===== config.mk =====
export PLATFORM = sky130hd
export DESIGN_NAME = rbp_ram
export DESIGN_NICKNAME = d
export VERILOG_FILES = /design/src/rtl/core/rbp_ram.sv
export SDC_FILE = /design/constraint.sdc
export NUM_CORES = 1
export LEC_CHECK = 0
export ABC_CLOCK_PERIOD_IN_PS = 2400
export BUFFER_PORTS_ARGS = -buffer_cell sky130_fd_sc_hd__buf_2
export CAP_MARGIN = 5
export CORE_ASPECT_RATIO = 1.4
export CORE_MARGIN = 2
export CORE_UTILIZATION = 60
export DETAILED_ROUTE_END_ITERATION = 10
export PLACE_DENSITY_LB_ADDON = 0.3
export SETUP_SLACK_MARGIN = 0.02
export SLEW_MARGIN = 25
export SYNTH_ARGS = -nofsm -noshare
export SYNTH_HDL_FRONTEND = slang
export SYNTH_SLANG_ARGS = --single-unit

===== constraint.sdc =====
create_clock -name clk_i -period 2.4 [get_ports clk_i]
set_input_delay 0.48 -clock clk_i [delete_from_list [all_inputs] [get_ports clk_i]]
set_output_delay 0.48 -clock clk_i [all_outputs]
set_load 0.05 [all_outputs]

===== src/rtl/core/rbp_ram.sv =====
// Generic single-port-write, single-read RAM with registered read data.
// No dependencies.
`default_nettype none
module rbp_ram #(
  parameter int unsigned WIDTH = 8,
  parameter int unsigned DEPTH = 16
) (
  input  wire                      clk_i,
  input  wire                      we_i,
  input  wire [$clog2(DEPTH)-1:0]  waddr_i,
  input  wire [WIDTH-1:0]          wdata_i,
  input  wire [$clog2(DEPTH)-1:0]  raddr_i,
  output logic [WIDTH-1:0]         rdata_o
);
  logic [WIDTH-1:0] mem_q [DEPTH];

  always_ff @(posedge clk_i) begin
    if (we_i) begin
      mem_q[waddr_i] <= wdata_i;
    end
    rdata_o <= mem_q[raddr_i];
  end
endmodule
`default_nettype wire


== Word-level counts from Yosys, hierarchy flattened ==
Memory sizes are Yosys's and may differ from the RTL's. A register that Yosys moved wholly into a read port is not among the register bits.
Index checks and enable logic that the tools add are counted.

* Bits in registers: 0
* Output and inout port bits: 8
* Memory bits (writable): 128
* Logic and storage cells: 3
* Memories: 1
* Input port bits: 18

* Mux-type cells: 2

{| class="wikitable"
|+ Memory list
! name !! words !! bits a word !! rd ports !! clocked after memory_dff !! write ports !! RTL line !! text
|-
| mem_q || 16 || 8 || 1 || 1 || 1 || 15 || <nowiki>logic [WIDTH-1:0] mem_q [DEPTH];</nowiki>
|}

{| class="wikitable"
|+ Operator list
! kind !! count
|-
| 1-bit 2-to-1 mux || 2
|}

== Depth between registers and ports, before layout ==
Gate-level depths: netlist (run 1).

* Depth in word-level cells: 2
* Gate-level depth with buffers: 5
* Depth with buffers taken out: 3

== Worst setup path after synthesis (run 1) ==
Ideal clock, no wire load.

* Kind: in2reg
* Start point: input port waddr_i[2]
* End point: memory mem_q[0][0], enable pin
* Cell stages on the path: 2
* Slack: 0.427 ns
* Data required time: 2.017 ns
* Buffers on the path: 0
* Arrival: 1.590 ns
* Setup time: 0.383 ns
* Cell sequence: or3b_2 > nor3_1

{| class="wikitable"
|+ RTL lines
! element !! RTL line !! text
|-
| from (decl) || 10 || <nowiki>input wire [$clog2(DEPTH)-1:0] waddr_i,</nowiki>
|-
| to (decl) || 15 ||
|}

Straight into the memory's write port.

==> flow_metrics.env, run 1 <==
export IMPL_outcome="finished clean"
export IMPL_crit_slowest_cell="mux4_1"
export IMPL_hold_start="wdata_i[4]"
export IMPL_drive_above_1_share=0.300
export IMPL_detail_route_wl_per_cell_microns=23.9
export IMPL_worstSetupPathType="in2reg"
export IMPL_synth_nets=247
export IMPL_die_height_microns=114
export IMPL_relSlewSlack=0.501
export IMPL_synth_warnings=0
export IMPL_setup_worst_path_start_class="input pin"
export IMPL_cts_buffers=17
export IMPL_cts_max_path_buffers=2
export IMPL_core_area_sq_um=8460
export IMPL_overflow=0
export IMPL_grt_max_degree=17
export IMPL_hold_path_cell_count=1
export IMPL_fmax_ghz=0.620
export IMPL_grt_pass1_wl_microns=14700
export IMPL_vdd_ir_drop_max_uv=625
export IMPL_pin_count=26
export IMPL_syn_instance_count=229
export IMPL_grt_usage=0.237
export IMPL_fin_crit_ns=1.61
export IMPL_slew_viol_final=0
export IMPL_max_cap_viol_count=0
export IMPL_r2r_start="mem_q[1][2]"
export IMPL_path_cells="buf_2, buf_12, mux4_1, a22oi_1, nand2_1"
export IMPL_place_ws_ns=0.379
export IMPL_max_stage_delay_ns=0.59
export IMPL_ys_top_cells_by_count="edfxtp_1, mux4_2, a22oi_1, mux4_1, nor2_1"
export IMPL_yosysMostFrequentCell="edfxtp_1"
export IMPL_htree_levels=4
export IMPL_finalHoldViolCount=0
export IMPL_grtUsageMet1=0.305
export IMPL_core_rowCount=40
export IMPL_gp_congestion=0.754
export IMPL_p_leak_nw=2.08
export IMPL_p_per_area_nw_per_um2=881
export IMPL_synth_edf_count=128
export IMPL_n_antenna_cell=0
export IMPL_root_buffer="clkbuf_16"
export IMPL_end_kind="flop"
export IMPL_cts_setup_buffers=0
export IMPL_r2r_end="rdata_o[2]"
export IMPL_gr_max_usage_layer="met2"
export IMPL_start_util=0.609
export IMPL_rsz0062_at_grt="no"
export IMPL_setup_viol=0
export IMPL_cts_hold_fix_buffers=0
export IMPL_use_met2=0.370
export IMPL_synthDistinctLibCells=19
export IMPL_drtAntennaViolNets=0
export IMPL_critical_path_arrival_ns=1.90
export IMPL_drc=0
export IMPL_finClkSkew_ns=0.00450
export IMPL_drt_wl_total_microns=9620
export IMPL_final_cells=402
export IMPL_synthArstFlopShare=0
export IMPL_yosysSeqAreaShare=0.778
export IMPL_synth_top_area_frac=0.747
export IMPL_grt_pass1_vias=2523
export IMPL_insertion_delay_ns=0.41
export IMPL_hold_class="in2reg"
export IMPL_syn_to_final_growth_pct=17.4
export IMPL_synth_ff_type="edfxtp_1"
export IMPL_cp_required_ns=2.69
export IMPL_grt_use_met3=0.0878
export IMPL_port_buffers=25
export IMPL_yosysTopAreaCell="edfxtp_1"
export IMPL_synthTopCellsByArea="edfxtp_1, mux4_2, mux4_1"
export IMPL_ys_ff_latch=136
export IMPL_cts_tree="yes"
export IMPL_cts_resized=0
export IMPL_dp_hpwl_microns=6230
export IMPL_finalNetCount=302
export IMPL_fin_tns_setup_ns=0
export IMPL_die_area_sq_um=9350
export IMPL_hold_path_end="mem_q[3][4]"
export IMPL_ff2ff_setup_slack_ns=1.05
export IMPL_r2r_cells=3
export IMPL_worst_slack_ns=0.788
export IMPL_vias=2481
export IMPL_crit_path_max_fanout=13
export IMPL_synth_area_sq_um=5150
export IMPL_viasPerCell=6.17
export IMPL_drt_initial_drc_count=283
export IMPL_clock_sinks=136
export IMPL_clk_pin_slew_ns=0.06
export IMPL_fin_crit_sh=0.672
export IMPL_drt_pass1_iterations=5
export IMPL_tightest_slew_ns=0.747
export IMPL_synth_avg_cell_area_sq_um=22.5
export IMPL_antenna_found_initial=0
export IMPL_dpl_cell_count=370
export IMPL_die_w_microns=82.3
## worst max path at each step
| stage | end | from | slack, ns | depth (start not counted) |
|---|---|---|---|---|
| after floorplan | mem_q[0][0] | waddr_i[2] | 0.43 | 2 |
| after global placement | rdata_o[4] | raddr_i[0] | 0.40 | 5 |
| after detailed placement | rdata_o[4] | raddr_i[0] | 0.38 | 5 |
| after CTS | rdata_o[5] | raddr_i[0] | 0.81 | 5 |
| after global routing | rdata_o[5] | raddr_i[0] | 0.76 | 5 |
| final | rdata_o[5] | raddr_i[0] | 0.79 | 5 |
## registers in the layout, summed over array words and instances, names as in the netlist
signal / flops
rdata_o: 8
mem_q: 128
## report_power, final
group | internal, mW | switching (mW)
Combinational | 0.108 | 0.190
Clock | 1.50 | 0.850
Sequential | 2.66 | 0.0146
## area by class of cell
class,instances,area (sq um)
clock inverters,4,45.0
repair buffers,46,308
well taps,105,131
multi-input cells,83,1060
clock buffers,28,497
flip-flops and latches,136,4000
fillers,488,2420
## metal layers
metal | routed length (microns) | vias to the layer above
met5 | 0 | -
met3 | 547 | 12
li1 | - | 1078
met1 | 3780 | 1284
met2 | 5160 | 107
met4 | 130 | 0
## worst max-delay path: cells and delay by family
kind                   cells  cell delay [ns]
multiplexers               1             0.59
buffers and inverters      2             0.49
AO/OA/AOI/OAI              1             0.24
AND/OR/NAND/NOR            1             0.09
## per-stage QoR
| step | hold WS [ns] | power [mW] | util | area, sq um |
|---|---|---|---|---|
| floorplan | 0.579 | 2.91 | - | 5150 |
| global placement | 0.645 | 3.01 | 0.650 | 5500 |
| detailed placement | 0.663 | 3.02 | 0.650 | 5500 |
| CTS | 0.431 | 5.36 | 0.714 | 6040 |
| global route | 0.450 | 5.48 | 0.714 | 6040 |
| finish | 0.451 | 5.32 | 0.714 | 6040 |
## cells by family (layout without fill, tap and decap cells)
kind of cell	after synthesis	after routing	synth area share
simple gates	35	35	0.0318
flops	136	136	0.778
buf+inv	10	78	0.0168
compound gates	16	16	0.0233
mux	32	32	0.150
## placed cells by master, fill, tap and decap left out
| cell | n |
|---|---|
| edfxtp_1 | 128 |
| buf_2 | 25 |
| buf_4 | 19 |
| mux4_2 | 18 |
| clkbuf_16 | 17 |
| a22oi_1 | 16 |
| mux4_1 | 14 |
| nor2_1 | 13 |
| nand2_1 | 9 |
| clkbuf_1 | 8 |
| dfxtp_1 | 8 |
| nor3_1 | 4 |
| clkbuf_8 | 3 |
| clkinv_2 | 3 |
| nand3b_1 | 2 |
| nand2b_1 | 2 |
| buf_12 | 2 |
| nor2b_1 | 1 |
| and2_1 | 1 |
| and2b_1 | 1 |
| nand3_1 | 1 |
| or3b_2 | 1 |
| bufinv_16 | 1 |
Power figures use the tool's default switching activity.
==> run 2: changes to the inputs <==
--- a/config.mk
+++ b/config.mk
@@ -5,12 +5,12 @@
 export SDC_FILE = /design/constraint.sdc
 export NUM_CORES = 1
 export LEC_CHECK = 0
-export ABC_CLOCK_PERIOD_IN_PS = 2400
+export ABC_CLOCK_PERIOD_IN_PS = 1300
 export BUFFER_PORTS_ARGS = -buffer_cell sky130_fd_sc_hd__buf_2
 export CAP_MARGIN = 5
 export CORE_ASPECT_RATIO = 1.4
 export CORE_MARGIN = 2
-export CORE_UTILIZATION = 60
+export CORE_UTILIZATION = 54
 export DETAILED_ROUTE_END_ITERATION = 10
 export PLACE_DENSITY_LB_ADDON = 0.3
 export SETUP_SLACK_MARGIN = 0.02
==> constraint.sdc (replaced) <==
create_clock -name clk_i -period 1.3 [get_ports clk_i]
set_input_delay 0.26 -clock clk_i [delete_from_list [all_inputs] [get_ports clk_i]]
set_output_delay 0.26 -clock clk_i [all_outputs]
set_load 0.05 [all_outputs]
==> run 2 against run 1 <==
Net effect:
- the flow now finishes with violations (setup timing)
- wire length rose by 4.9%
- clock skew rose by 0.0031 ns
- sequential cell count did not move
- total power rose by 110%
- critical endpoint is now rdata_o[1]
==> flow_metrics.env, run 2 (synthesis gave the netlist of run 1 again) <==
export IMPL_outcome="complete, but fails checks"
export IMPL_violations="setup timing"
export IMPL_hold_class="in2reg"
export IMPL_overflow=0
export IMPL_fin_crit_ns=1.33
export IMPL_relSlewSlack=0.390
export IMPL_regMostFlops="mem_q"
export IMPL_vias=2473
export IMPL_syn_to_final_growth_pct=24.6
export IMPL_tightest_slew_ns=0.912
export IMPL_core_rowCount=42
export IMPL_gp_congestion=0.741
export IMPL_fin_crit_sh=1.02
export IMPL_rsz0062_at_grt="yes"
export IMPL_drt_pass1_iterations=4
export IMPL_path_cells="mux4_2, a22oi_2, nand2_1"
export IMPL_critical_path_arrival_ns=1.62
export IMPL_drtAntennaViolNets=0
export IMPL_insertion_delay_ns=0.42
export IMPL_finalHoldViolCount=0
export IMPL_n_antenna_cell=0
export IMPL_viasPerCell=5.89
export IMPL_p_per_area_nw_per_um2=1750
export IMPL_dpl_cell_count=388
export IMPL_root_buffer="clkbuf_16"
export IMPL_final_common_cell="edfxtp_1"
export IMPL_worstSetupPathType="reg2reg"
export IMPL_fin_tns_setup_ns=-0.0251
export IMPL_start_util=0.550
export IMPL_finClkSkew_ns=0.00755
export IMPL_worst_slack_ns=-0.0251
export IMPL_cpLargestDelayFamily="multiplexers"
export IMPL_crit_path_max_fanout=1
export IMPL_grt_max_degree=21
export IMPL_drive_above_1_share=0.442
export IMPL_largest_reg_flops=128
export IMPL_port_buffers=25
export IMPL_final_area_sq_um=6410
export IMPL_dp_hpwl_microns=6540
export IMPL_crit_slowest_cell="mux4_2"
export IMPL_vdd_ir_drop_max_uv=1190
export IMPL_setup_worst_path_start_class="flop"
export IMPL_detail_route_wl_per_cell_microns=24.0
export IMPL_max_stage_delay_ns=0.52
export IMPL_hold_ws_ns=0.232
export IMPL_final_core_util=0.686
export IMPL_clk_pin_slew_ns=0.06
export IMPL_finalNetCount=315
export IMPL_antenna_found_initial=0
export IMPL_setup_viol=1
export IMPL_pin_count=26
export IMPL_p_total_mw=11.2
export IMPL_core_area_sq_um=9350
export IMPL_cp_required_ns=1.59
export IMPL_htree_levels=4
export IMPL_grt_pass1_wl_microns=15300
export IMPL_path_buf_inv=0
export IMPL_cts_buffers=17
export IMPL_final_cells=420
export IMPL_reg_top3="mem_q (128), rdata_o (8)"
export IMPL_p_leak_nw=2.19
export IMPL_cts_max_path_buffers=2
export IMPL_grt_pass1_vias=2711
export IMPL_clock_sinks=136
export IMPL_slew_viol_final=0
export IMPL_drt_wl_total_microns=10100
export IMPL_max_cap_viol_count=0
export IMPL_grt_usage=0.218
export IMPL_place_ws_ns=-0.330
export IMPL_drc=0
export IMPL_most_common_layout_cells="edfxtp_1, mux4_2, buf_4"
export IMPL_fmax_ghz=0.755
export IMPL_end_kind="flop"
export IMPL_place_area_sq_um=5660
export IMPL_die_w_microns=86.5
export IMPL_cts_tree="yes"
export IMPL_drt_initial_drc_count=214
export IMPL_die_height_microns=120
export IMPL_die_area_sq_um=10300
-- run 2: cell types whose count changed in the layout (fill, tap and decap cells not counted), moves of 4 or more --
cell       delta
buf_4        +13
mux4_1       -14
mux4_2       +14
buf_12        +4
a22oi_2       +8
a22oi_1       -8
bufinv_16     +7
clkbuf_1      -6
buf_2         -6
nor3_1        -4
-- run 2: layout make-up --
class,count,area (sq um)
flip-flops and latches,136,4000
fillers,579,2940
multi-input cells,83,1100
repair buffers,59,470
clock buffers,19,433
clock inverters,13,274
well taps,110,138
-- run 2: worst reg2reg max path, stage by stage, from the launching register on --
cell      delay [ns]
edfxtp_1        0.40
mux4_2          0.52
a22oi_2         0.20
nand2_1         0.09
-- run 2: per-layer routing --
metal,vias to the layer above,global-route usage,routed length (microns)
met4,0,0.0879,261
li1,1093,-,-
met3,20,0.0763,494
met2,81,0.357,5470
met5,-,0,0
met1,1279,0.264,3860
-- run 2: where the power goes --
group / internal, mW / total, mW / switching [mW]
sequential: 4.90 / 4.94 / 0.0338
combinational: 0.252 / 0.632 / 0.380
clock: 3.98 / 5.68 / 1.70
-- run 2: path summary, 6_finish.rpt --
kind,slack (ns),endpoint,depth (start not counted),from
setup / recovery,-0.03,rdata_o[1],3,mem_q[2][1]
hold / removal,0.23,mem_q[10][5],1,wdata_i[5]
setup reg to reg,-0.03,rdata_o[1],3,mem_q[2][1]
hold reg to reg,0.68,rdata_o[3],3,mem_q[12][3]
-- run 2: repair_timing --
action / in CTS / in global routing
hold endpoints to repair: 0 / 0
hold buffers: 0 / 0
resized for setup: 9 / 6
buffers inserted: 0 / 0
pin swaps: 1 / 2
setup endpoints to repair: 9 / 9
==> run 3: changes to the inputs <==
--- a/config.mk
+++ b/config.mk
@@ -13,6 +13,7 @@
 export CORE_UTILIZATION = 54
 export DETAILED_ROUTE_END_ITERATION = 10
 export PLACE_DENSITY_LB_ADDON = 0.3
+export RECOVER_POWER = 100
 export SETUP_SLACK_MARGIN = 0.02
 export SLEW_MARGIN = 25
 export SYNTH_ARGS = -nofsm -noshare
==> run 3 against run 2 <==
Net effect:
- the run still ends with setup timing left
- sequential share of layout area is 1.5 points higher
- register-to-register slack hardly changed
- first-iteration DRC count is 7.0% higher
- critical path type unchanged
- largest power group unchanged
- highest routed layer unchanged
==> flow_metrics.env, run 3 (synthesis gave the netlist of run 1 again) <==
export IMPL_drt_wl_total_microns=10100
export IMPL_hold_class="in2reg"
export IMPL_dpl_cell_count=388
export IMPL_final_core_util=0.670
export IMPL_finalNetCount=315
export IMPL_tightest_slew_ns=0.915
export IMPL_htree_levels=4
export IMPL_cts_setup_buffers=0
export IMPL_grt_pass1_wl_microns=15300
export IMPL_clock_sinks=136
export IMPL_most_common_layout_cells="edfxtp_1, mux4_2, clkbuf_1"
export IMPL_worstSetupPathType="reg2reg"
export IMPL_grt_use_met3=0.0763
export IMPL_setup_worst_path_start_class="flop"
export IMPL_multi_input_area_sq_um=1060
export IMPL_grt_usage=0.218
export IMPL_die_w_microns=86.5
export IMPL_fillers=619
export IMPL_detail_route_wl_per_cell_microns=24.1
export IMPL_die_area_sq_um=10300
export IMPL_crit_path_max_fanout=1
export IMPL_finClkSkew_ns=0.0100
export IMPL_root_buffer="clkbuf_16"
export IMPL_fin_tns_setup_ns=-0.0213
export IMPL_area_sequential_sq_um=4000
export IMPL_max_cap_viol_count=0
export IMPL_cts_hold_fix_buffers=0
export IMPL_hold_ws_ns=0.344
export IMPL_largest_reg_flops=128
export IMPL_fin_crit_ns=1.32
export IMPL_place_area_sq_um=5660
export IMPL_pin_count=26
export IMPL_gp_congestion=0.741
export IMPL_fmax_ghz=0.757
export IMPL_worstSetupEndpoint="rdata_o[1]"
export IMPL_reg_top3="mem_q (128), rdata_o (8)"
export IMPL_drt_initial_drc_count=229
export IMPL_vias=2476
export IMPL_cts_buffers=17
export IMPL_dp_hpwl_microns=6540
export IMPL_drc=0
export IMPL_r2r_end="rdata_o[1]"
export IMPL_place_ws_ns=-0.330
export IMPL_drive_above_1_share=0.361
export IMPL_p_per_area_nw_per_um2=1790
export IMPL_cts_tree="yes"
export IMPL_final_area_sq_um=6260
export IMPL_cp_required_ns=1.59
export IMPL_worst_slack_ns=-0.0213
export IMPL_fin_crit_sh=1.02
export IMPL_cp_startpoint="mem_q[2][1]"
export IMPL_outcome="complete, but fails checks"
export IMPL_vdd_ir_drop_max_uv=1190
export IMPL_critical_path_arrival_ns=1.62
export IMPL_grt_pass1_vias=2711
export IMPL_use_met2=0.357
export IMPL_antenna_found_initial=0
export IMPL_n_antenna_cell=0
export IMPL_cts_max_path_buffers=2
export IMPL_regMostFlops="mem_q"
export IMPL_die_height_microns=120
export IMPL_syn_to_final_growth_pct=21.7
export IMPL_final_cells=420
export IMPL_r2r_start="mem_q[2][1]"
export IMPL_ff2ff_setup_slack_ns=-0.02
export IMPL_final_common_cell="edfxtp_1"
export IMPL_finalHoldViolCount=0
export IMPL_clk_pin_slew_ns=0.06
export IMPL_viasPerCell=5.90
export IMPL_slew_viol_final=0
export IMPL_r2r_cells=3
export IMPL_relSlewSlack=0.388
export IMPL_drt_pass1_iterations=4
export IMPL_core_area_sq_um=9350
export IMPL_end_kind="flop"
export IMPL_insertion_delay_ns=0.42
export IMPL_p_leak_nw=2.09
export IMPL_grt_max_degree=21
export IMPL_setup_viol=1
export IMPL_violations="setup timing"
export IMPL_port_buffers=25
export IMPL_core_rowCount=42
export IMPL_rsz0062_at_grt="yes"
export IMPL_p_total_mw=11.2
export IMPL_drtAntennaViolNets=0
export IMPL_overflow=0
export IMPL_gr_max_usage_layer="met2"
export IMPL_start_util=0.550
export IMPL_grtUsageMet1=0.264
==> run 3: cell count changes in the layout (fill, tap and decap cells not counted), sizes merged <==
| cell | change |
|---|---|
| bufbuf | +1 |
| buf | -33 |
| clkbuf | +32 |
==> run 3: critical path, cell delays in order, from the launching register on <==
cell and delay [ns]:
edfxtp_1 0.40, mux4_2 0.51, a22oi_2 0.20, nand2_1 0.09
==> run 3: worst min-delay path by stage <==
stage,cells after the start,startpoint,to,slack (ns)
2_1_floorplan,0,wdata_i[0],mem_q[0][0],0.36
3_3_place_gp,1,wdata_i[2],mem_q[12][2],0.64
3_5_place_dp,1,wdata_i[1],mem_q[2][1],0.66
4_1_cts,1,wdata_i[1],mem_q[2][1],0.21
5_1_grt,4,raddr_i[1],rdata_o[6],0.36
6_report,4,raddr_i[1],rdata_o[6],0.34
==> run 3: metal layers <==
metal / part of all wire / up-vias
met5: 0 / -
met4: 0.020 / 0
met3: 0.048 / 15
met2: 0.54 / 81
met1: 0.39 / 1287
li1: - / 1093
==> run 3: cell type report <==
cell class                 instances  share of cell area
clock buffer                      19              0.0691
clock inverter                    13              0.0437
multi-input combinational         83               0.170
sequential                       136               0.639
tap                              110              0.0220
timing repair buffer              59              0.0561
==> run 3: where the power goes <==
group          internal (mW)  switching [mW]  leakage [nW]
clock                   3.98            1.70         0.337
sequential              4.91          0.0336          1.22
combinational          0.227           0.373         0.531
total                   9.11            2.11          2.09
==> run 3: repair_timing <==
action	4_1_cts	5_1_grt
endpoints found under the setup margin	9	9
pin swaps	1	2
gates resized for setup	9	6
gates cloned	0	0
